**config.mk**
```make
export PLATFORM = sky130hd
export DESIGN_NAME = wdsc_front
export DESIGN_NICKNAME = d
export VERILOG_FILES = /design/src/hdl/windowed_deviation_step_counter_macros.svh /design/src/hdl/wdsc_pkg.sv /design/src/hdl/wdsc_front.sv
export SDC_FILE = /design/constraint.sdc
export NUM_CORES = 1
export LEC_CHECK = 0
export BUFFER_PORTS_ARGS = -buffer_cell sky130_fd_sc_hd__buf_4
export CAP_MARGIN = 10
export CORE_MARGIN = 2
export CORE_UTILIZATION = 45
export DETAILED_ROUTE_END_ITERATION = 10
export PLACE_DENSITY = 0.73
export SYNTH_ARGS = -nofsm -noshare
export SYNTH_HDL_FRONTEND = slang
export SYNTH_SLANG_ARGS = --single-unit
```
**constraint.sdc**
```tcl
create_clock -name i_clk -period 16.2 [get_ports i_clk]
set_clock_uncertainty 0.2 [all_clocks]
set_input_delay 2.43 -clock i_clk [delete_from_list [all_inputs] [get_ports i_clk]]
set_output_delay 2.43 -clock i_clk [all_outputs]
set_load 0.03 [all_outputs]
```
**src/hdl/windowed_deviation_step_counter_macros.svh**
```systemverilog
// Assertion macros used by the step counter back end.
`ifndef WINDOWED_DEVIATION_STEP_COUNTER_MACROS_SVH
`define WINDOWED_DEVIATION_STEP_COUNTER_MACROS_SVH

// Same-cycle implication, sampled on i_clk, off while i_rst_n is low.
`define WDSC_ASSERT_IMP(lbl, ante, cons) \
    lbl: assert property (@(posedge i_clk) disable iff (!i_rst_n) (ante) |-> (cons)) \
        else $error("wdsc: same-cycle check failed");

// Next-cycle implication, sampled on i_clk, off while i_rst_n is low.
`define WDSC_ASSERT_NXT(lbl, ante, cons) \
    lbl: assert property (@(posedge i_clk) disable iff (!i_rst_n) (ante) |=> (cons)) \
        else $error("wdsc: next-cycle check failed");

`endif

```
**src/hdl/wdsc_pkg.sv**
```systemverilog
// Shared types and constants for the windowed deviation step counter.
`default_nettype none

package wdsc_pkg;

    localparam int ACC_W      = 16;
    localparam int THR_W      = 16;
    localparam int COUNT_W    = 16;
    localparam int SQ_W       = 32;            // x*x+y*y+z*z < 2^32
    localparam int ROOT_W     = SQ_W / 2;
    localparam int MAG_W      = 17;
    localparam int REM_W      = ROOT_W + 3;
    localparam int SQRT_STEPS = SQ_W / 2;
    localparam int NUM_AXES   = 3;
    localparam int AXIS_W     = 2;
    localparam int Q_DEPTH    = 2;

    localparam logic [THR_W-1:0] READY_THR_RESET  = 16'd371;
    localparam logic [THR_W-1:0] RECORD_THR_RESET = 16'd358;

    // register select, from the word address bit
    localparam logic REG_READY  = 1'b0;
    localparam logic REG_RECORD = 1'b1;

    typedef struct packed {
        logic signed [ACC_W-1:0] accel_x;
        logic signed [ACC_W-1:0] accel_y;
        logic signed [ACC_W-1:0] accel_z;
    } t_sample;

    typedef struct packed {
        logic [COUNT_W-1:0] step_count;
        logic               step_event;
        logic               ready_flag;
        logic               window_valid;
    } t_result;

    typedef struct packed {
        logic [SQ_W-1:0] sq;
        logic            window_valid;
    } t_job;

    typedef struct packed {
        logic [THR_W-1:0] ready_threshold;
        logic [THR_W-1:0] record_threshold;
    } t_cfg;

    typedef enum logic [1:0] {
        F_IDLE,
        F_SQ,
        F_PUSH
    } t_front_state;

    typedef enum logic [3:0] {
        B_IDLE,
        B_SQRT,
        B_SUM,
        B_DEV,
        B_SQR,
        B_DSUM,
        B_LSQ,
        B_LIM,
        B_CMP
    } t_back_state;

endpackage

`default_nettype wire

```
**src/hdl/wdsc_front.sv**
```systemverilog
// Front end: takes a sample, sums the axis squares, tags warm-up, queues the job.
`default_nettype none

module wdsc_front
    import wdsc_pkg::*;
#(
    parameter int HALF_WINDOW = 15
) (
    input  wire logic    i_clk,
    input  wire logic    i_rst_n,
    input  wire logic    i_push,
    output logic         o_full,
    input  wire t_sample i_sample,
    output logic         o_job_push,
    output t_job         o_job,
    input  wire logic    i_job_full
);

    localparam int VALID_FILL = 4 * HALF_WINDOW + 1;
    localparam int FILL_W     = $clog2(VALID_FILL + 1);

    t_front_state            r_state;
    t_front_state            n_state;
    t_sample                 r_smp;
    logic [AXIS_W-1:0]       r_axis;
    logic [SQ_W-1:0]         r_acc;
    logic [FILL_W-1:0]       r_fill;
    logic [FILL_W-1:0]       n_fill;
    logic                    r_valid;
    logic signed [ACC_W-1:0] axis_val;
    logic signed [2*ACC_W-1:0] axis_sq;
    logic                    accept;

    always_comb begin
        case (r_axis)
            AXIS_W'(0): axis_val = r_smp.accel_x;
            AXIS_W'(1): axis_val = r_smp.accel_y;
            default:    axis_val = r_smp.accel_z;
        endcase
    end

    assign axis_sq = (2*ACC_W)'(axis_val) * (2*ACC_W)'(axis_val);
    assign n_fill  = (r_fill == FILL_W'(VALID_FILL)) ? r_fill : r_fill + FILL_W'(1);

    always_comb begin
        n_state    = r_state;
        o_full     = 1'b1;
        o_job_push = 1'b0;
        accept     = 1'b0;
        case (r_state)
            F_IDLE: begin
                o_full = 1'b0;
                if (i_push) begin
                    accept  = 1'b1;
                    n_state = F_SQ;
                end
            end
            F_SQ: begin
                if (r_axis == AXIS_W'(NUM_AXES - 1)) begin
                    n_state = F_PUSH;
                end
            end
            F_PUSH: begin
                o_job_push = !i_job_full;
                if (!i_job_full) begin
                    n_state = F_IDLE;
                end
            end
            default: n_state = F_IDLE;
        endcase
    end

    assign o_job.sq           = r_acc;
    assign o_job.window_valid = r_valid;

    always_ff @(posedge i_clk) begin
        if (!i_rst_n) begin
            r_state <= F_IDLE;
            r_fill  <= '0;
        end else begin
            r_state <= n_state;
            if (accept) begin
                r_fill <= n_fill;
            end
        end
    end

    always_ff @(posedge i_clk) begin
        if (accept) begin
            r_smp   <= i_sample;
            r_axis  <= '0;
            r_acc   <= '0;
            r_valid <= (n_fill == FILL_W'(VALID_FILL));
        end else if (r_state == F_SQ) begin
            r_axis <= r_axis + AXIS_W'(1);
            r_acc  <= r_acc + SQ_W'(unsigned'(axis_sq));
        end
    end

endmodule

`default_nettype wire

```
# Word level (Yosys, flattened, before mapping)
# Index checks and enable logic that the tools add are counted.
# op_classes
add_sub_neg,3
n_mul,1
n_div,0
magnitude_cmp,0
eq_ne,9
shifts,0
mux,10
bitwise,0
reduce_logical,4
# op_table
cell,n
adder 32 bit,1
multiplier 16 x 16 -> 32 bit,1
case mux 16 bit (2 select lines),1
== test 6 bit (second input constant),2
adder 6 x 1 -> 6 bit (second input constant),1
two-way mux 2 bit,3
two-way mux 6 bit,1
inequality test 2 bit (second input constant),3
case mux 2 bit (3 select lines),1
== test 2 x 1 -> 1 bit (second input constant),2
== test 2 bit (second input constant),2
logical NOT 2 bit,2
two-way mux 1 bit,4
AND reduction 3 bit,1
adder 2 x 1 -> 2 bit (second input constant),1
logical NOT 1 bit,1
# totals
register_bits,91
latchBits,0
ramBits,0
romBits,0
in_bits,52
out_inout_bits,35
elab_cells,35
memories,0

# Depth between registers and ports, before layout
# logic_depth
depth_word,4
ltp_mapped,31
mapped_depth_nobuf,29

# Worst setup path after synthesis
# No wires, ideal clock.
# synth_path
path_kind,reg2reg
startpoint,reg r_axis[0]
endpoint,reg r_acc[29]
setup_ps,122
t_arrival_ps,6803
required_time_ps,15878
slack_ps,9076
stages_incl_launch_ff,26
n_path_buf,2
period_less_slack_ps,7124
cell_sequence,dfxtp_1 inv_1 ha_1 buf_6 a22o_1 a21o_1 inv_1 clkbuf_1 nor2_1 fa_1 inv_1 fa_1 inv_1 fa_1 fa_1 fa_1 inv_1 fa_1 inv_1 ha_1 nand4_1 nor2_2 nand2_1 o311a_4 a21o_1 a221o_1
# synth_via
elab_chain_len,4
elab_cells_between_ends,5
classes_between,add/sub (1); mul (1); eq/ne (1); mux (1); reduce/logical (1)
# synth_rtl
element,line,rtl
start: declaration,wdsc_front.sv:25,logic [AXIS_W-1:0] r_axis;
start signal: assignment,wdsc_front.sv:95,r_axis <= r_axis + AXIS_W'(1);
== test 2 x 1 -> 1 bit / logical NOT 2 bit (equally long branches),wdsc_front.sv:35,case (r_axis)
case mux 16 bit (2 select lines) (*),wdsc_front.sv:35,
multiplier 16 x 16 -> 32 bit (*),wdsc_front.sv:42,assign axis_sq = (2*ACC_W)'(axis_val) * (2*ACC_W)'(axis_val);
adder 32 bit (*),wdsc_front.sv:96,r_acc <= r_acc + SQ_W'(unsigned'(axis_sq));
end signal: assignment,wdsc_front.sv:96,
end: declaration,wdsc_front.sv:26,logic [SQ_W-1:0] r_acc;
# Mark *: on every way between the ends. The rest lies on a longest branch, timed or not.
# A chain may end at the register's enable or synchronous reset.

# Worst setup path in the final report
# layout_path
startpoint,reg r_axis[0]
endpoint,reg r_acc[28]
# Same word-level chain as after synthesis.

==> impl_metrics.prom <==
# TYPE chip_impl_metric gauge
chip_impl_info{name="outcome",value="complete, no violations"} 1
chip_impl_info{name="cts_root_buffer",value="sky130_fd_sc_hd__clkbuf_16"} 1
chip_impl_metric{name="grt_antenna_before_repair",unit=""} 0
chip_impl_metric{name="vias",unit=""} 9427
chip_impl_info{name="start_kind",value="register"} 1
chip_impl_metric{name="async_reset_ff_share",unit="%"} 0
chip_impl_metric{name="die_h",unit="um"} 175
chip_impl_metric{name="core-area",unit="sq um"} 28800
chip_impl_info{name="rsz0062_at_grt",value="false"} 1
chip_impl_metric{name="post-place-ws",unit="ns"} 7.29
chip_impl_metric{name="synth-seq-cells",unit=""} 91
chip_impl_metric{name="finalSetupViolCount",unit=""} 0
chip_impl_info{name="worstReg2RegEnd",value="r_acc[28]"} 1
chip_impl_metric{name="cts.path.max_buffers",unit=""} 2
chip_impl_metric{name="post_cts.repair.setup_buffers",unit=""} 0
chip_impl_metric{name="global_route.usage.total",unit="%"} 21.7
chip_impl_metric{name="tightestPinTransition",unit="ns"} 0.956
chip_impl_metric{name="ant_nets",unit=""} 0
chip_impl_metric{name="synth-edff-count",unit=""} 49
chip_impl_metric{name="grt_first_pass_wirelength",unit="mm"} 52.0
chip_impl_metric{name="final_min_period_over_clock_period",unit="%"} 55.3
chip_impl_metric{name="r2r_setup_slack",unit="ns"} 7.24
chip_impl_metric{name="mappedNetlistNets",unit=""} 1778
chip_impl_metric{name="finalWirelength",unit="mm"} 31.2
chip_impl_info{name="tritoncts",value="done"} 1
chip_impl_metric{name="grt_max_degree",unit=""} 77
chip_impl_metric{name="drv.max_cap_violation_count",unit=""} 0
chip_impl_metric{name="start_util",unit="%"} 45.9
chip_impl_metric{name="gpl.final_weighted_congestion",unit=""} 0.904
chip_impl_metric{name="slew_headroom",unit="%"} 36.3
chip_impl_metric{name="wl_per_cell",unit="um"} 17.3
chip_impl_metric{name="via_count_of_the_first_global_routing_pass",unit=""} 10314
chip_impl_info{name="timing.hold.worst.class",value="reg2reg"} 1
chip_impl_metric{name="timing_max_transition_violations_final",unit=""} 0
chip_impl_metric{name="drc_violation_total_after_the_first_tritonroute_iteration",unit=""} 607
chip_impl_metric{name="yosysTopAreaCellShare",unit="%"} 40.1
chip_impl_metric{name="clock.fmax",unit="MHz"} 112
chip_impl_metric{name="std_cell_rows",unit=""} 62
chip_impl_info{name="post_synth_main_area_contributors",value="sky130_fd_sc_hd__fa_1 (40%), sky130_fd_sc_hd__edfxtp_1 (11%), sky130_fd_sc_hd__ha_1 (10%)"} 1
chip_impl_metric{name="clock_sink_count",unit=""} 91
chip_impl_metric{name="hold-path-cell-count",unit=""} 2
chip_impl_metric{name="post_synth_num_cell_types",unit=""} 66
chip_impl_metric{name="fillerInstances",unit=""} 2606
chip_impl_metric{name="final_hold_viol_count",unit=""} 0
chip_impl_metric{name="antenna_cells_inserted",unit=""} 0
chip_impl_info{name="ys.flop_type",value="sky130_fd_sc_hd__edfxtp_1"} 1
chip_impl_metric{name="final.setup.tns",unit="ns"} 0
chip_impl_metric{name="worstSkewPairLatency",unit="ns"} 0.37
chip_impl_metric{name="period_minus_slack",unit="ns"} 8.96
chip_impl_info{name="worstSetupPathType",value="reg2reg"} 1
chip_impl_metric{name="floorplan.die_area",unit="sq um"} 30800
chip_impl_metric{name="worst-r2r-cell-count",unit=""} 25
chip_impl_metric{name="ys_warn_count",unit=""} 0
chip_impl_metric{name="drt_first_pass_iters",unit=""} 6
chip_impl_info{name="hold-path-endpoint",value="r_axis[1]"} 1
chip_impl_metric{name="layout-drive-gt1-share",unit="%"} 9.20
chip_impl_info{name="hold_path_startpoint",value="r_axis[1]"} 1
chip_impl_metric{name="timing.final.ws_setup",unit="ns"} 7.24
chip_impl_metric{name="syn_avg_cell_area",unit="sq um"} 9.77
chip_impl_metric{name="worstPathMaxFanout",unit=""} 22
chip_impl_metric{name="critical_path_arrival",unit="ns"} 9.06
chip_impl_info{name="cp-end-kind",value="register"} 1
chip_impl_metric{name="synth_area",unit="sq um"} 13200
chip_impl_metric{name="cts.htree.levels",unit=""} 3
chip_impl_info{name="synth.cells.most_frequent",value="sky130_fd_sc_hd__inv_1 (344), sky130_fd_sc_hd__fa_1 (265), sky130_fd_sc_hd__nand2_1 (133)"} 1
chip_impl_metric{name="post-route-drc-count",unit=""} 0
chip_impl_metric{name="routed_via_density",unit=""} 5.21
chip_impl_info{name="post-synth-top-count-cell",value="sky130_fd_sc_hd__inv_1"} 1
chip_impl_metric{name="area.growth.synth_to_final",unit="%"} 10.1
chip_impl_metric{name="placed_cells",unit=""} 1792
chip_impl_metric{name="port_buffers",unit=""} 86
chip_impl_metric{name="clkSlewWorstSetupHoldPaths",unit="ns"} 0.09
chip_impl_info{name="yosys.area.top_type",value="sky130_fd_sc_hd__fa_1"} 1
chip_impl_metric{name="pin_count",unit=""} 87
chip_impl_metric{name="seq_area_frac_synth",unit="%"} 17.5
chip_impl_metric{name="die_width",unit="um"} 175
chip_impl_metric{name="cts_made_buffers",unit=""} 9
chip_impl_metric{name="number_of_nets_in_the_layout",unit=""} 1845
chip_impl_metric{name="cts_resized",unit=""} 0
chip_impl_info{name="worstReg2RegStart",value="r_axis[0]"} 1
chip_impl_metric{name="final_cells",unit=""} 1808
chip_impl_metric{name="gr-total-overflow",unit=""} 0
chip_impl_metric{name="synthesis.instances",unit=""} 1352
chip_impl_metric{name="worst_ep_required_time",unit="ns"} 16.30
chip_impl_metric{name="hold_bufs_inserted_after_cts",unit=""} 0
chip_impl_metric{name="place_hpwl",unit="mm"} 25.6
[registers in the layout (all words and copies together), names as in the netlist]
signal   cells
r_smp       48
r_acc       32
r_fill       6
r_axis       2
r_state      2
r_valid      1
[layout make-up]
type / count / area, sq um / share of cell area (%)
Multi-Input combinational cell: 871 / 9430 / 64.8
Timing Repair Buffer: 91 / 683 / 4.70
Clock buffer: 9 / 225 / 1.55
Tap cell: 384 / 480 / 3.30
Clock inverter: 7 / 86.3 / 0.594
Inverter: 355 / 1330 / 9.16
Sequential cell: 91 / 2310 / 15.9
[metal layers]
metal,GRT usage (%),share of wire [%]
met2,36.3,48
met1,28.5,42
met3,3.57,6.3
met4,8.26,3.5
met5,0,0
[cell usage in the layout (no fill, tap or decap), types with 6 or more instances in the layout]
cell type | synthesis | routed
sky130_fd_sc_hd__a21oi_1 | 43 | 43
sky130_fd_sc_hd__ha_1 | 109 | 109
sky130_fd_sc_hd__edfxtp_1 | 49 | 49
sky130_fd_sc_hd__inv_1 | 344 | 344
sky130_fd_sc_hd__nor2_1 | 96 | 96
sky130_fd_sc_hd__clkbuf_16 | 0 | 9
sky130_fd_sc_hd__clkinv_1 | 7 | 7
sky130_fd_sc_hd__buf_4 | 1 | 91
sky130_fd_sc_hd__a21o_1 | 19 | 19
sky130_fd_sc_hd__xnor2_1 | 28 | 28
sky130_fd_sc_hd__a211oi_1 | 6 | 6
sky130_fd_sc_hd__nand2_1 | 133 | 133
sky130_fd_sc_hd__o21ai_0 | 21 | 21
sky130_fd_sc_hd__xor2_1 | 12 | 12
sky130_fd_sc_hd__and3_1 | 6 | 6
sky130_fd_sc_hd__dfxtp_1 | 42 | 42
sky130_fd_sc_hd__nor3_1 | 8 | 8
sky130_fd_sc_hd__nand2b_1 | 8 | 8
sky130_fd_sc_hd__fa_1 | 265 | 265
sky130_fd_sc_hd__nand3_1 | 14 | 14
sky130_fd_sc_hd__a22o_1 | 13 | 13
[worst max-delay path by stage]
stage | cells after the start | startpoint | slack [ns] | to
after floorplan | 25 | r_axis[0] | 9.08 | r_acc[29]
after global placement | 25 | r_axis[0] | 7.63 | r_acc[28]
after detailed placement | 25 | r_axis[0] | 7.29 | r_acc[28]
after CTS | 25 | r_axis[0] | 7.34 | r_acc[28]
after global routing | 25 | r_axis[0] | 6.70 | r_acc[28]
final | 25 | r_axis[0] | 7.24 | r_acc[28]
[cells by family (layout without fill, tap and decap cells)]
| logic type | count (synthesis) | in the layout | share of synthesized area, % |
|---|---|---|---|
| AO/OA/AOI/OAI | 160 | 160 | 8.57 |
| XOR/XNOR | 40 | 40 | 2.65 |
| adder cells (fa/ha/maj) | 374 | 374 | 50.5 |
| buffers and inverters | 390 | 462 | 11.2 |
| flip-flops | 91 | 91 | 17.5 |
| multiplexers | 2 | 2 | 0.151 |
| AND/OR/NAND/NOR | 295 | 295 | 9.47 |
[through the flow]
stage | hold slack, ns | utilization [%] | area [sq um]
after global routing | 0.327 | 50.5 | 14500
after global placement | 0.263 | 49.5 | 14200
after CTS | 0.279 | 50.5 | 14500
after floorplan | 0.253 | - | 13200
after detailed placement | 0.267 | 49.5 | 14200
final | 0.280 | 50.5 | 14500
[critical path, cell delays in order, from the launching register on]
cell	delay, ns
sky130_fd_sc_hd__dfxtp_1	0.37
sky130_fd_sc_hd__inv_1	0.08
sky130_fd_sc_hd__ha_1	0.42
sky130_fd_sc_hd__nor2_2	0.74
sky130_fd_sc_hd__a21o_1	0.75
sky130_fd_sc_hd__inv_1	0.40
sky130_fd_sc_hd__nor2_1	0.41
sky130_fd_sc_hd__fa_1	0.59
sky130_fd_sc_hd__inv_1	0.13
sky130_fd_sc_hd__fa_1	0.47
sky130_fd_sc_hd__inv_1	0.27
sky130_fd_sc_hd__fa_1	0.50
sky130_fd_sc_hd__fa_1	0.50
sky130_fd_sc_hd__fa_1	0.49
sky130_fd_sc_hd__inv_1	0.05
sky130_fd_sc_hd__fa_1	0.47
sky130_fd_sc_hd__inv_1	0.04
sky130_fd_sc_hd__ha_1	0.37
sky130_fd_sc_hd__nand4_1	0.21
sky130_fd_sc_hd__nor2_2	0.27
sky130_fd_sc_hd__nand3_1	0.12
sky130_fd_sc_hd__o311ai_1	0.32
sky130_fd_sc_hd__o221a_2	0.31
sky130_fd_sc_hd__a31oi_1	0.11
sky130_fd_sc_hd__xor2_1	0.15
sky130_fd_sc_hd__o21ai_0	0.15
Power is left out: the tool's default activity adds up to more than one toggle a clock period on the data nets, which glitch-free logic cannot reach.
