$ cat config.mk
export PLATFORM = sky130hd
export DESIGN_NAME = wdsc_fifo
export DESIGN_NICKNAME = d
export VERILOG_FILES = /design/src/hdl/windowed_deviation_step_counter_macros.svh /design/src/hdl/wdsc_pkg.sv /design/src/hdl/wdsc_fifo.sv
export SDC_FILE = /design/constraint.sdc
export NUM_CORES = 1
export LEC_CHECK = 0
export ABC_AREA = 1
export ABC_CLOCK_PERIOD_IN_PS = 1360
export BUFFER_PORTS_ARGS = -buffer_cell sky130_fd_sc_hd__buf_2
export CORE_MARGIN = 2
export CORE_UTILIZATION = 44
export DETAILED_ROUTE_END_ITERATION = 8
export GPL_TIMING_DRIVEN = 0
export PLACE_DENSITY_LB_ADDON = 0.1
export REMOVE_ABC_BUFFERS = 1
export SETUP_SLACK_MARGIN = 0.5
export SLEW_MARGIN = 0
export SYNTH_ARGS = -nofsm -noshare
export SYNTH_HDL_FRONTEND = slang
export SYNTH_SLANG_ARGS = --single-unit
$ cat constraint.sdc
create_clock -name i_clk -period 1.36 [get_ports i_clk]
set_input_delay 0.136 -clock i_clk [delete_from_list [all_inputs] [get_ports i_clk]]
set_output_delay 0.136 -clock i_clk [all_outputs]
set_load 0.02 [all_outputs]
$ cat src/hdl/windowed_deviation_step_counter_macros.svh
// Assertion macros used by the step counter back end.
`ifndef WINDOWED_DEVIATION_STEP_COUNTER_MACROS_SVH
`define WINDOWED_DEVIATION_STEP_COUNTER_MACROS_SVH

// Same-cycle implication, sampled on i_clk, off while i_rst_n is low.
`define WDSC_ASSERT_IMP(lbl, ante, cons) \
    lbl: assert property (@(posedge i_clk) disable iff (!i_rst_n) (ante) |-> (cons)) \
        else $error("wdsc: same-cycle check failed");

// Next-cycle implication, sampled on i_clk, off while i_rst_n is low.
`define WDSC_ASSERT_NXT(lbl, ante, cons) \
    lbl: assert property (@(posedge i_clk) disable iff (!i_rst_n) (ante) |=> (cons)) \
        else $error("wdsc: next-cycle check failed");

`endif

$ cat src/hdl/wdsc_pkg.sv
// Shared types and constants for the windowed deviation step counter.
`default_nettype none

package wdsc_pkg;

    localparam int ACC_W      = 16;
    localparam int THR_W      = 16;
    localparam int COUNT_W    = 16;
    localparam int SQ_W       = 32;            // x*x+y*y+z*z < 2^32
    localparam int ROOT_W     = SQ_W / 2;
    localparam int MAG_W      = 17;
    localparam int REM_W      = ROOT_W + 3;
    localparam int SQRT_STEPS = SQ_W / 2;
    localparam int NUM_AXES   = 3;
    localparam int AXIS_W     = 2;
    localparam int Q_DEPTH    = 2;

    localparam logic [THR_W-1:0] READY_THR_RESET  = 16'd371;
    localparam logic [THR_W-1:0] RECORD_THR_RESET = 16'd358;

    // register select, from the word address bit
    localparam logic REG_READY  = 1'b0;
    localparam logic REG_RECORD = 1'b1;

    typedef struct packed {
        logic signed [ACC_W-1:0] accel_x;
        logic signed [ACC_W-1:0] accel_y;
        logic signed [ACC_W-1:0] accel_z;
    } t_sample;

    typedef struct packed {
        logic [COUNT_W-1:0] step_count;
        logic               step_event;
        logic               ready_flag;
        logic               window_valid;
    } t_result;

    typedef struct packed {
        logic [SQ_W-1:0] sq;
        logic            window_valid;
    } t_job;

    typedef struct packed {
        logic [THR_W-1:0] ready_threshold;
        logic [THR_W-1:0] record_threshold;
    } t_cfg;

    typedef enum logic [1:0] {
        F_IDLE,
        F_SQ,
        F_PUSH
    } t_front_state;

    typedef enum logic [3:0] {
        B_IDLE,
        B_SQRT,
        B_SUM,
        B_DEV,
        B_SQR,
        B_DSUM,
        B_LSQ,
        B_LIM,
        B_CMP
    } t_back_state;

endpackage

`default_nettype wire

$ cat src/hdl/wdsc_fifo.sv
// Two-entry queue used between front and back and on the result side.
`default_nettype none

module wdsc_fifo
    import wdsc_pkg::*;
#(
    parameter int WIDTH = 8
) (
    input  wire logic             i_clk,
    input  wire logic             i_rst_n,
    input  wire logic             i_push,
    input  wire logic [WIDTH-1:0] i_data,
    output logic                  o_full,
    input  wire logic             i_pop,
    output logic      [WIDTH-1:0] o_data,
    output logic                  o_empty
);

    localparam int PTR_W = $clog2(Q_DEPTH);
    localparam int CNT_W = $clog2(Q_DEPTH + 1);

    logic [WIDTH-1:0] r_mem [Q_DEPTH];
    logic [PTR_W-1:0] r_wptr;
    logic [PTR_W-1:0] r_rptr;
    logic [CNT_W-1:0] r_cnt;
    logic             wr_en;
    logic             rd_en;

    assign o_full  = (r_cnt == CNT_W'(Q_DEPTH));
    assign o_empty = (r_cnt == '0);
    assign wr_en   = i_push && !o_full;
    assign rd_en   = i_pop && !o_empty;
    assign o_data  = r_mem[r_rptr];

    always_ff @(posedge i_clk) begin
        if (!i_rst_n) begin
            r_wptr <= '0;
            r_rptr <= '0;
            r_cnt  <= '0;
        end else begin
            if (wr_en) begin
                r_wptr <= r_wptr + PTR_W'(1);
            end
            if (rd_en) begin
                r_rptr <= r_rptr + PTR_W'(1);
            end
            if (wr_en && !rd_en) begin
                r_cnt <= r_cnt + CNT_W'(1);
            end else if (rd_en && !wr_en) begin
                r_cnt <= r_cnt - CNT_W'(1);
            end
        end
    end

    always_ff @(posedge i_clk) begin
        if (wr_en) begin
            r_mem[r_wptr] <= i_data;
        end
    end

endmodule

`default_nettype wire

Yosys cells after proc, flatten, opt, wreduce, memory -nomap -nowiden --
Memories as Yosys holds them, arrays and structs flattened. A register that Yosys moved wholly into a read port is not among the register bits. Cells that the tools add are included.
Word-level totals: word-level logic and storage cells 25, output and inout port bits 10, flip-flop bits (word level) 4, latch bits 0, bits of input ports 12, memories kept 1, ROM bits 0, RAM bits 16
Memories:
- r_mem | depth 2, bits a word 8, read ports 1, clocked after memory_dff 1, wr ports 1, RTL line wdsc_fifo.sv:22 | logic [WIDTH-1:0] r_mem [Q_DEPTH];
Cells by class: equal/unequal tests 1, reductions and logical operators 10, $mul 0, add/sub/neg operators 4, bitwise logic cells 0, div/mod/pow operators 0, order comparisons 0, multiplexer cells 6, shift operators 0
Operators by type and width (number):
- logical AND 1 bit | 4
- logical NOT 1 bit | 4
- two-way mux 1 bit | 4
- two-way mux 2 bit | 2
- adder 1 bit (second input constant) | 2
- adder 2 x 1 -> 2 bit (second input constant) | 1
- equality test 2 bit (second input constant) | 1
- logical NOT 2 bit | 1
- nonzero test 2 bit | 1
- subtractor 2 x 1 -> 2 bit (second input constant) | 1

Longest topological paths before layout --
Gate-level depths: netlist of run 1.
depth in word-level cells 7, gate-level depth with buffers 10, depth with buffers taken out 10

Worst setup path after synthesis of run 1 --
Ideal clock, no wire load.
path kind register to register, from reg r_cnt[0], to reg r_cnt[1], library setup time 64 ps, cell stages (with the launch flop) 10, data required time 1296 ps, slack -3 ps, path buffers 0, data arrival time 1299 ps, path through dfxtp_1 nor2_2 nor2_4 inv_1 ha_1 inv_1 nand3_1 nand2_1 inv_1 nor2_1
Between the ends: word-level cells in the longest chain between the ends 6, elaborated cells on any way between the ends 15, classes of those cells add/sub (2); eq/ne (1); mux (2); reduce/logical (10)
Ends and longest elaborated chain:
- start: declaration | RTL line wdsc_fifo.sv:25 | logic [CNT_W-1:0] r_cnt;
- start signal: assignment | RTL line wdsc_fifo.sv:48 | r_cnt <= r_cnt + CNT_W'(1);
- start signal: assignment | RTL line wdsc_fifo.sv:50 | r_cnt <= r_cnt - CNT_W'(1);
- logical NOT 2 bit * | RTL line wdsc_fifo.sv:30 | assign o_empty = (r_cnt == '0);
- net o_empty | RTL line wdsc_fifo.sv:16 | output logic o_empty
- logical NOT 1 bit * | RTL line wdsc_fifo.sv:32 | assign rd_en = i_pop && !o_empty;
- logical AND 1 bit * | RTL line wdsc_fifo.sv:32
- logical NOT 1 bit | RTL line wdsc_fifo.sv:47 | if (wr_en && !rd_en) begin
- logical AND 1 bit | RTL line wdsc_fifo.sv:47
- two-way mux 2 bit / nonzero test 2 bit (equally long branches)
Mark *: on every way through the listed nets, which the timed path passes. The rest lies on a longest branch. The select of a mux whose other input is x is not followed. A chain may end at the register's enable or synchronous reset.

==> impl_metrics.json, run 1 <==
{
  "finalWirelength_um": 1540,
  "hold_depth": 1,
  "dieWidth_um": 47.5,
  "globalRoute.totalOverflow": 0,
  "core_region_area_um2": 1750,
  "synth-warning-count": 0,
  "synth_top_area_cell": "sky130_fd_sc_hd__edfxtp_1",
  "flow.area_growth_from_synthesis_pct": 49.1,
  "hold_path_end": "r_mem[1][6]",
  "r2r_start": "r_cnt[1]",
  "hpwl_um": 870,
  "io_pins": 22,
  "cts-buffers-inserted": 3,
  "max-slew-margin-rel_pct": 82.7,
  "run_status": "finished, final reports clean",
  "grt_util_met2_pct": 28.9,
  "max_stage_delay_ns": 0.45,
  "path_class": "flop to primary output",
  "dp_slack_ns": -0.180,
  "met1_usage_pct": 14.5,
  "timing.max_cap.violations": 0,
  "ctsRootBufferMaster": "sky130_fd_sc_hd__clkbuf_4",
  "slew_violations": 0,
  "finalSetupViolCount": 0,
  "cts_hold_repair.buffers": 0,
  "final-hold-violation-count": 0,
  "reg2regPathDepth": 9,
  "grt_most_used_layer": "met2",
  "start_kind": "flop",
  "diodes": 0,
  "syn-cell-area_um2": 831,
  "static-leakage-power_nw": 0.508,
  "tightest_slew_ns": 0.259,
  "max-clock-path-buffers": 2,
  "n_fill_cell": 126,
  "final.hold.worst_slack_ns": 0.0216,
  "post_drt_via_cell_ratio": 4.82,
  "clock_insertion_delay_worst_skew_ns": 0.29,
  "grt_setup_unrepaired": "true",
  "postSynthAreaPerCell_um2": 13.2,
  "achievable-frequency_mhz": 745,
  "cp_max_fo": 8,
  "crit-reg2reg-capture": "r_cnt[1]",
  "dr.pass1.iters": 4,
  "ys_types": 16,
  "final_critical_path_setup_slack_ns": 0.0171,
  "vias": 573,
  "drt-initial-drc-count": 13,
  "fin_util_pct": 71.0,
  "numPortBuffers": 21,
  "first_pass_grt_wire_length_um": 2320,
  "worstSetupEndpointType": "primary output",
  "final.setup_skew_ns": 0.00642,
  "track_usage_pct": 15.7,
  "arrival_ns": 1.21,
  "initial_core_utilization_pct": 47.6,
  "ir_worst_vdd_uv": 1240,
  "fin_crit_sh_pct": 98.7,
  "worst-endpoint-required_ns": 1.22,
  "floorplan.die.height_um": 47.5,
  "ctsHtreeMaxLevel": 1,
  "layout.cells.most_common_list": "sky130_fd_sc_hd__buf_6, sky130_fd_sc_hd__edfxtp_1, sky130_fd_sc_hd__buf_2",
  "cts_tree": "yes",
  "post_drt_wl_per_cell_um": 12.9,
  "min-delay-path-class": "input port to flop",
  "power.density_cell_area_nw_per_um2": 1900,
  "ff2ff_setup_slack_ns": 0.08,
  "yosysSeqAreaShare_pct": 69.9,
  "tns_ns": 0,
  "layout-drive-gt1-share_pct": 61.7,
  "synth.top_cell.area_share_pct": 57.8,
  "place.gp.congestion": 0.677,
  "total_drc_errors_in_the_routed_layout": 0,
  "layout_min_cycle_time_ns": 1.34,
  "postSynthCellCount": 63,
  "grt_start_max_net_pins": 12,
  "clkSinkCount": 21,
  "grt_pass1_vias": 586,
  "grt.met3_usage_pct": 3.77,
  "leading_cell_types_by_total_area_after_synthesis": "sky130_fd_sc_hd__edfxtp_1, sky130_fd_sc_hd__dfxtp_1, sky130_fd_sc_hd__mux2_2",
  "postRouteAntennaNets": 0,
  "path_cells": "mux2_4 -> buf_6",
  "placement_rows": 15,
  "design.die.area_um2": 2250,
  "timing.critical_path.slowest_stage_cell": "sky130_fd_sc_hd__dfxtp_4",
  "finalNetCount": 108,
  "min_from": "i_data[6]",
  "antenna_violations_before_repair": 0,
  "clk_pin_slew_ns": 0.11,
  "synthesis_stage_register_bit_count": 21
}
-- state kept, by name, summed over array words and instances (netlist names), named ones only --
register and cells:
r_mem 16, r_wptr 1, r_rptr 1, r_cnt 2
-- kinds of logic after synthesis --
logic type	synth area share, %
simple gates	10.2
flops	69.9
compound gates	2.86
mux	10.8
buf+inv	4.67
fa+ha+maj	1.51
-- where the power goes --
| part | leakage (nW) | switching, mW | total (mW) | internal, mW |
|---|---|---|---|---|
| registers | 0.193 | 0.122 | 0.963 | 0.841 |
| clock network | 0.0150 | 0.168 | 0.282 | 0.114 |
| logic | 0.301 | 0.523 | 1.10 | 0.580 |
| total | 0.508 | 0.813 | 2.35 | 1.53 |
-- synthesized netlist by cell type, drive strengths merged --
cell	n
a21oi	1
buf	1
dfxtp	5
edfxtp	16
ha	1
inv	9
mux2	8
nand2	6
nand3	1
nand4	1
nor2	11
o21ai	3
-- how the worst max path moves through the flow --
stage / end / slack, ns / cells past startpoint
detailed placement: r_mem[0][5] / -0.18 / 2
floorplan: r_cnt[1] / -0.003 / 9
global route: o_data[0] / -0.03 / 2
finish: o_data[0] / 0.02 / 2
global placement: r_mem[0][6] / -0.17 / 2
CTS: o_data[1] / 0.004 / 2
-- per-layer routing --
metal / part of all wire, % / vias up
li1: - / 278
met1: 38 / 271
met5: 0 / -
met4: 1.6 / 0
met3: 4.4 / 4
met2: 56 / 20
-- final cells by class --
cell class / count / area, µm² / share of cell area (%)
clock buffer: 4 / 26.3 / 2.12
inverter: 9 / 38.8 / 3.13
multi-input combinational: 32 / 308 / 24.8
sequential: 21 / 592 / 47.8
tap: 25 / 31.3 / 2.53
timing repair buffer: 28 / 243 / 19.6
-- metrics by stage --
stage / total power, mW / cells / cell area (µm²)
floorplan: 1.36 / 62 / 826
global placement: 1.51 / 108 / 962
detailed placement: 1.54 / 108 / 962
CTS: 2.27 / 117 / 1200
global route: 2.49 / 119 / 1240
finish: 2.35 / 119 / 1240
-- worst max-delay path, delay by kind of cell (launching register included) --
kind / cells / cell delay, ns
multiplexers: 1 / 0.32
flip-flops: 1 / 0.45
buffers and inverters: 1 / 0.13
-- timing repair --
item,CTS,global route
pin swaps,11,9
gates cloned,0,0
setup buffers,5,2
endpoints found under the setup margin,31,31
resized for setup,49,9
No activity file was read; power rests on OpenSTA's default activity.
==> run 2: changes to the inputs <==
--- a/config.mk
+++ b/config.mk
@@ -12,7 +12,7 @@
 export CORE_UTILIZATION = 44
 export DETAILED_ROUTE_END_ITERATION = 8
 export GPL_TIMING_DRIVEN = 0
-export PLACE_DENSITY_LB_ADDON = 0.1
+export PLACE_DENSITY = 0.7
 export REMOVE_ABC_BUFFERS = 1
 export SETUP_SLACK_MARGIN = 0.5
 export SLEW_MARGIN = 0
==> impl_metrics.json, run 2 (same netlist as run 1, synthesis figures left out) <==
{
  "r2r_start": "r_cnt[0]",
  "final-hold-violation-count": 0,
  "cts_tree": "yes",
  "finalNetCount": 110,
  "wirelength_met1_um": 613,
  "top_register": "r_mem",
  "design.die.area_um2": 2250,
  "place.gp.congestion": 0.664,
  "layout_top_registers": "r_mem x16, r_cnt x2",
  "power.density_cell_area_nw_per_um2": 1950,
  "final.setup_skew_ns": 0.00621,
  "diodes": 0,
  "total_drc_errors_in_the_routed_layout": 0,
  "routed-wl-met3_um": 80,
  "antenna_violations_before_repair": 0,
  "initial_core_utilization_pct": 47.6,
  "first_pass_grt_wire_length_um": 2490,
  "cts_hold_repair.buffers": 0,
  "flow.area_growth_from_synthesis_pct": 53.3,
  "min-delay-path-class": "input port to flop",
  "fin_crit_sh_pct": 98.1,
  "finalSetupViolCount": 0,
  "hold_path_end": "r_mem[1][5]",
  "clkSinkCount": 21,
  "final_critical_path_setup_slack_ns": 0.0253,
  "achievable-frequency_mhz": 749,
  "ff2ff_setup_slack_ns": 0.10,
  "layout_min_cycle_time_ns": 1.33,
  "static-leakage-power_nw": 0.520,
  "arrival_ns": 1.20,
  "postRouteAntennaNets": 0,
  "clk_pin_slew_ns": 0.11,
  "placement_rows": 15,
  "highest-signal-layer": "met4",
  "n_fill_cell": 128,
  "most_common_library_cell_in_the_layout_ignoring_fill_and_taps": "sky130_fd_sc_hd__buf_6",
  "clock_insertion_delay_worst_skew_ns": 0.29,
  "slew_violations": 0,
  "tightest_slew_ns": 0.256,
  "max-clock-path-buffers": 2,
  "layout-drive-gt1-share_pct": 68.8,
  "number_of_flip_flops_in_the_largest_register": 16,
  "dp_slack_ns": -0.192,
  "path_class": "flop to primary output",
  "vias": 565,
  "post_drt_via_cell_ratio": 4.67,
  "timing.max_cap.violations": 0,
  "ctsHtreeMaxLevel": 1,
  "ir_worst_vdd_uv": 1340,
  "cp_max_fo": 8,
  "met2RoutedLength_um": 989,
  "globalRoute.totalOverflow": 0,
  "hold_depth": 1,
  "fin_total_pwr_mw": 2.49,
  "run_status": "finished, final reports clean",
  "dr.pass1.iters": 4,
  "reg2regPathDepth": 9,
  "seq_cell_area_um2": 593,
  "worst-endpoint-required_ns": 1.22,
  "grt_setup_unrepaired": "true",
  "crit-reg2reg-capture": "r_cnt[1]",
  "finalWirelength_um": 1700,
  "grt_pass1_vias": 589,
  "dieWidth_um": 47.5,
  "ctsRootBufferMaster": "sky130_fd_sc_hd__clkbuf_4",
  "drt-initial-drc-count": 7,
  "worstSetupEndpointType": "primary output",
  "track_usage_pct": 17.2,
  "multi_input_comb_area_um2": 319,
  "core_region_area_um2": 1750,
  "floorplan.die.height_um": 47.5,
  "grt_start_max_net_pins": 12,
  "post_drt_wl_per_cell_um": 14.1,
  "layout.cells.most_common_list": "sky130_fd_sc_hd__buf_6, sky130_fd_sc_hd__edfxtp_1, sky130_fd_sc_hd__buf_2",
  "max-slew-margin-rel_pct": 82.9,
  "hpwl_um": 958,
  "min_from": "i_data[5]",
  "cts-buffers-inserted": 3,
  "numPortBuffers": 21,
  "io_pins": 22,
  "start_kind": "flop"
}
==> run 2: per-stage QoR <==
step / cell area (µm²) / TNS (ns) / std cells / hold WS [ns] / utilization [%]
3_5_place_dp: 962 / -2.87 / 108 / 0.327 / 55.1
5_1_grt: 1270 / -0.0752 / 121 / 0.0113 / 73.0
6_report: 1270 / 0 / 121 / 0.0295 / 73.0
3_3_place_gp: 962 / -2.49 / 108 / 0.324 / 55.1
2_1_floorplan: 826 / -0.00316 / 62 / 0.235 / -
4_1_cts: 1230 / 0 / 119 / 0.0220 / 70.5
==> run 2: area by class of cell <==
type,instances,area share (%)
clock buffer,4,2.06
sequential,21,46.6
multi-input combinational,32,25.0
inverter,9,3.05
tap,25,2.46
timing repair buffer,30,20.8
==> run 2: what timing repair did <==
action | in CTS | in global routing
endpoints found under the setup margin | 31 | 31
pin swaps | 12 | 6
gates resized for setup | 54 | 12
setup buffers | 7 | 2
cloned | 0 | 0
hold endpoints to repair | 0 | 0
==> run 2: critical path, cell delays in order, from the launching register on <==
cell,delay [ns]
sky130_fd_sc_hd__dfxtp_4,0.45
sky130_fd_sc_hd__mux2_4,0.32
sky130_fd_sc_hd__buf_6,0.13
==> run 2: report_power, final <==
group	leakage [nW]	switching [mW]	internal, mW
clock network	0.0150	0.167	0.114
registers	0.193	0.121	0.843
logic	0.313	0.586	0.658
total	0.520	0.875	1.61
==> run 2: worst max-delay path by stage <==
| stage | start | to | slack (ns) | cells after the start |
|---|---|---|---|---|
| 6_report | flop | o_data[0] | 0.03 | 2 |
| 3_5_place_dp | r_cnt[0] | r_mem[1][5] | -0.19 | 2 |
| 2_1_floorplan | r_cnt[0] | r_cnt[1] | -0.003 | 9 |
| 5_1_grt | flop | o_data[4] | -0.01 | 2 |
| 4_1_cts | flop | o_data[2] | 0.02 | 2 |
| 3_3_place_gp | r_cnt[0] | r_mem[1][3] | -0.16 | 2 |
==> run 2: layer usage <==
metal / up-vias / global-route usage [%]
met5: - / 0
met4: 0 / 8.33
met3: 2 / 3.77
met2: 16 / 34.3
met1: 267 / 15.9
li1: 280 / -
==> run 3: changes to the inputs <==
--- a/config.mk
+++ b/config.mk
@@ -7,9 +7,11 @@
 export LEC_CHECK = 0
 export ABC_AREA = 1
 export ABC_CLOCK_PERIOD_IN_PS = 1360
-export BUFFER_PORTS_ARGS = -buffer_cell sky130_fd_sc_hd__buf_2
+export BUFFER_PORTS_ARGS = -buffer_cell sky130_fd_sc_hd__clkbuf_2
+export CELL_PAD_IN_SITES_DETAIL_PLACEMENT = 1
+export CELL_PAD_IN_SITES_GLOBAL_PLACEMENT = 1
 export CORE_MARGIN = 2
-export CORE_UTILIZATION = 44
+export CORE_UTILIZATION = 35
 export DETAILED_ROUTE_END_ITERATION = 8
 export GPL_TIMING_DRIVEN = 0
 export PLACE_DENSITY = 0.7
==> impl_metrics.json, run 3 (same netlist as run 1, synthesis figures left out) <==
{
  "max-slew-margin-rel_pct": 82.3,
  "achievable-frequency_mhz": 746,
  "vias": 575,
  "arrival_ns": 1.21,
  "layout.cells.most_common_list": "sky130_fd_sc_hd__edfxtp_1, sky130_fd_sc_hd__buf_6, sky130_fd_sc_hd__clkbuf_2",
  "dr.pass1.iters": 4,
  "cts_hold_repair.buffers": 0,
  "number_of_flip_flops_in_the_largest_register": 16,
  "worst-endpoint-required_ns": 1.22,
  "initial_core_utilization_pct": 37.2,
  "design.die.area_um2": 2780,
  "grt_pass1_vias": 555,
  "hold_path_end": "r_mem[1][7]",
  "fin_crit_sh_pct": 98.6,
  "final-hold-violation-count": 0,
  "drt-initial-drc-count": 3,
  "start_kind": "flop",
  "path_delay_family": "flip-flops",
  "power.density_cell_area_nw_per_um2": 1920,
  "dieWidth_um": 52.7,
  "io_pins": 22,
  "tightest_slew_ns": 0.266,
  "clk_pin_slew_ns": 0.12,
  "max_stage_delay_ns": 0.46,
  "ctsHtreeMaxLevel": 1,
  "crit-reg2reg-capture": "r_cnt[1]",
  "timing.critical_path.slowest_stage_cell": "sky130_fd_sc_hd__dfxtp_4",
  "flow.area_growth_from_synthesis_pct": 52.9,
  "core_region_area_um2": 2230,
  "floorplan.die.height_um": 52.7,
  "most_common_library_cell_in_the_layout_ignoring_fill_and_taps": "sky130_fd_sc_hd__edfxtp_1",
  "track_usage_pct": 12.8,
  "r2r_start": "r_cnt[0]",
  "n_fill_cell": 229,
  "tns_ns": 0,
  "first_pass_grt_wire_length_um": 2530,
  "dp_cells": 111,
  "path_cells": "mux2_4 -> buf_6",
  "static-leakage-power_nw": 0.520,
  "antenna_violations_before_repair": 0,
  "reg2regPathDepth": 9,
  "cts_tree": "yes",
  "layout-drive-gt1-share_pct": 70.5,
  "path_class": "flop to primary output",
  "post_drt_via_cell_ratio": 4.67,
  "clkSinkCount": 21,
  "postRouteAntennaNets": 0,
  "post_drt_wl_per_cell_um": 13.5,
  "final.setup_skew_ns": 0.00458,
  "hpwl_um": 1050,
  "placement_rows": 17,
  "finalSetupViolCount": 0,
  "ctsRootBufferMaster": "sky130_fd_sc_hd__clkbuf_4",
  "run_status": "finished, final reports clean",
  "timing.max_cap.violations": 0,
  "layout_top_registers": "r_mem x16, r_cnt x2",
  "slew_violations": 0,
  "cts-buffers-inserted": 3,
  "finalNetCount": 109,
  "diodes": 0,
  "ir_worst_vdd_uv": 1180,
  "multi_input_comb_area_um2": 323,
  "cp_max_fo": 8,
  "fin_util_pct": 56.9,
  "numPortBuffers": 21,
  "final_critical_path_setup_slack_ns": 0.0189,
  "dp_slack_ns": -0.224,
  "layout_min_cycle_time_ns": 1.34,
  "ff2ff_setup_slack_ns": 0.08,
  "grt_start_max_net_pins": 13,
  "layoutNonFillerInstCount": 123,
  "seq_cell_area_um2": 592,
  "total_drc_errors_in_the_routed_layout": 0,
  "min-delay-path-class": "input port to flop",
  "grt_setup_unrepaired": "true",
  "place.gp.congestion": 0.649,
  "hold_depth": 1,
  "top_register": "r_mem",
  "clock_insertion_delay_worst_skew_ns": 0.30,
  "finalWirelength_um": 1660,
  "globalRoute.totalOverflow": 0,
  "min_from": "i_data[7]",
  "critical_path.n_buffers_inverters": 1,
  "max-clock-path-buffers": 2,
  "worstSetupEndpointType": "primary output"
}
run 3: through the flow:
| stage | hold WS (ns) | instance area, µm² | power (mW) |
|---|---|---|---|
| 5_1_grt | 0.00839 | 1270 | 2.59 |
| 3_3_place_gp | 0.326 | 966 | 1.52 |
| 4_1_cts | 0.00276 | 1150 | 2.20 |
| 2_1_floorplan | 0.235 | 826 | 1.36 |
| 6_report | 0.0221 | 1270 | 2.44 |
| 3_5_place_dp | 0.331 | 966 | 1.55 |
run 3: routing by layer:
layer  vias up  track usage (%)  wire (µm)
li1        278                -          -
met1       277             14.8        641
met3         2             3.43        108
met4         0             3.85          8
met2        18             22.9        901
met5         -                0          0
run 3: where the power goes:
part | internal (mW) | switching (mW)
sequential | 0.841 | 0.123
clock | 0.109 | 0.184
combinational | 0.618 | 0.560
run 3: repair_timing:
item,in CTS,in global routing
endpoints found under the setup margin,31,31
buffers inserted,8,0
gates resized for setup,28,47
pin swaps,10,7
run 3: area by class of cell:
class	count	area share [%]
timing repair buffer	29	20.0
clock inverter	1	0.394
inverter	9	3.05
sequential	21	46.6
clock buffer	3	1.77
multi-input combinational	32	25.4
tap	28	2.76
run 3: how the worst max path moves through the flow:
stage          depth (start not counted)      from          end  slack [ns]
3_5_place_dp                           2  r_cnt[0]  r_mem[1][0]       -0.22
2_1_floorplan                          9  r_cnt[0]     r_cnt[1]      -0.003
5_1_grt                                2      flop    o_data[3]       -0.03
3_3_place_gp                           2  r_cnt[0]  r_mem[1][0]       -0.19
4_1_cts                                2      flop    o_data[0]       -0.03
6_report                               2      flop    o_data[4]        0.02
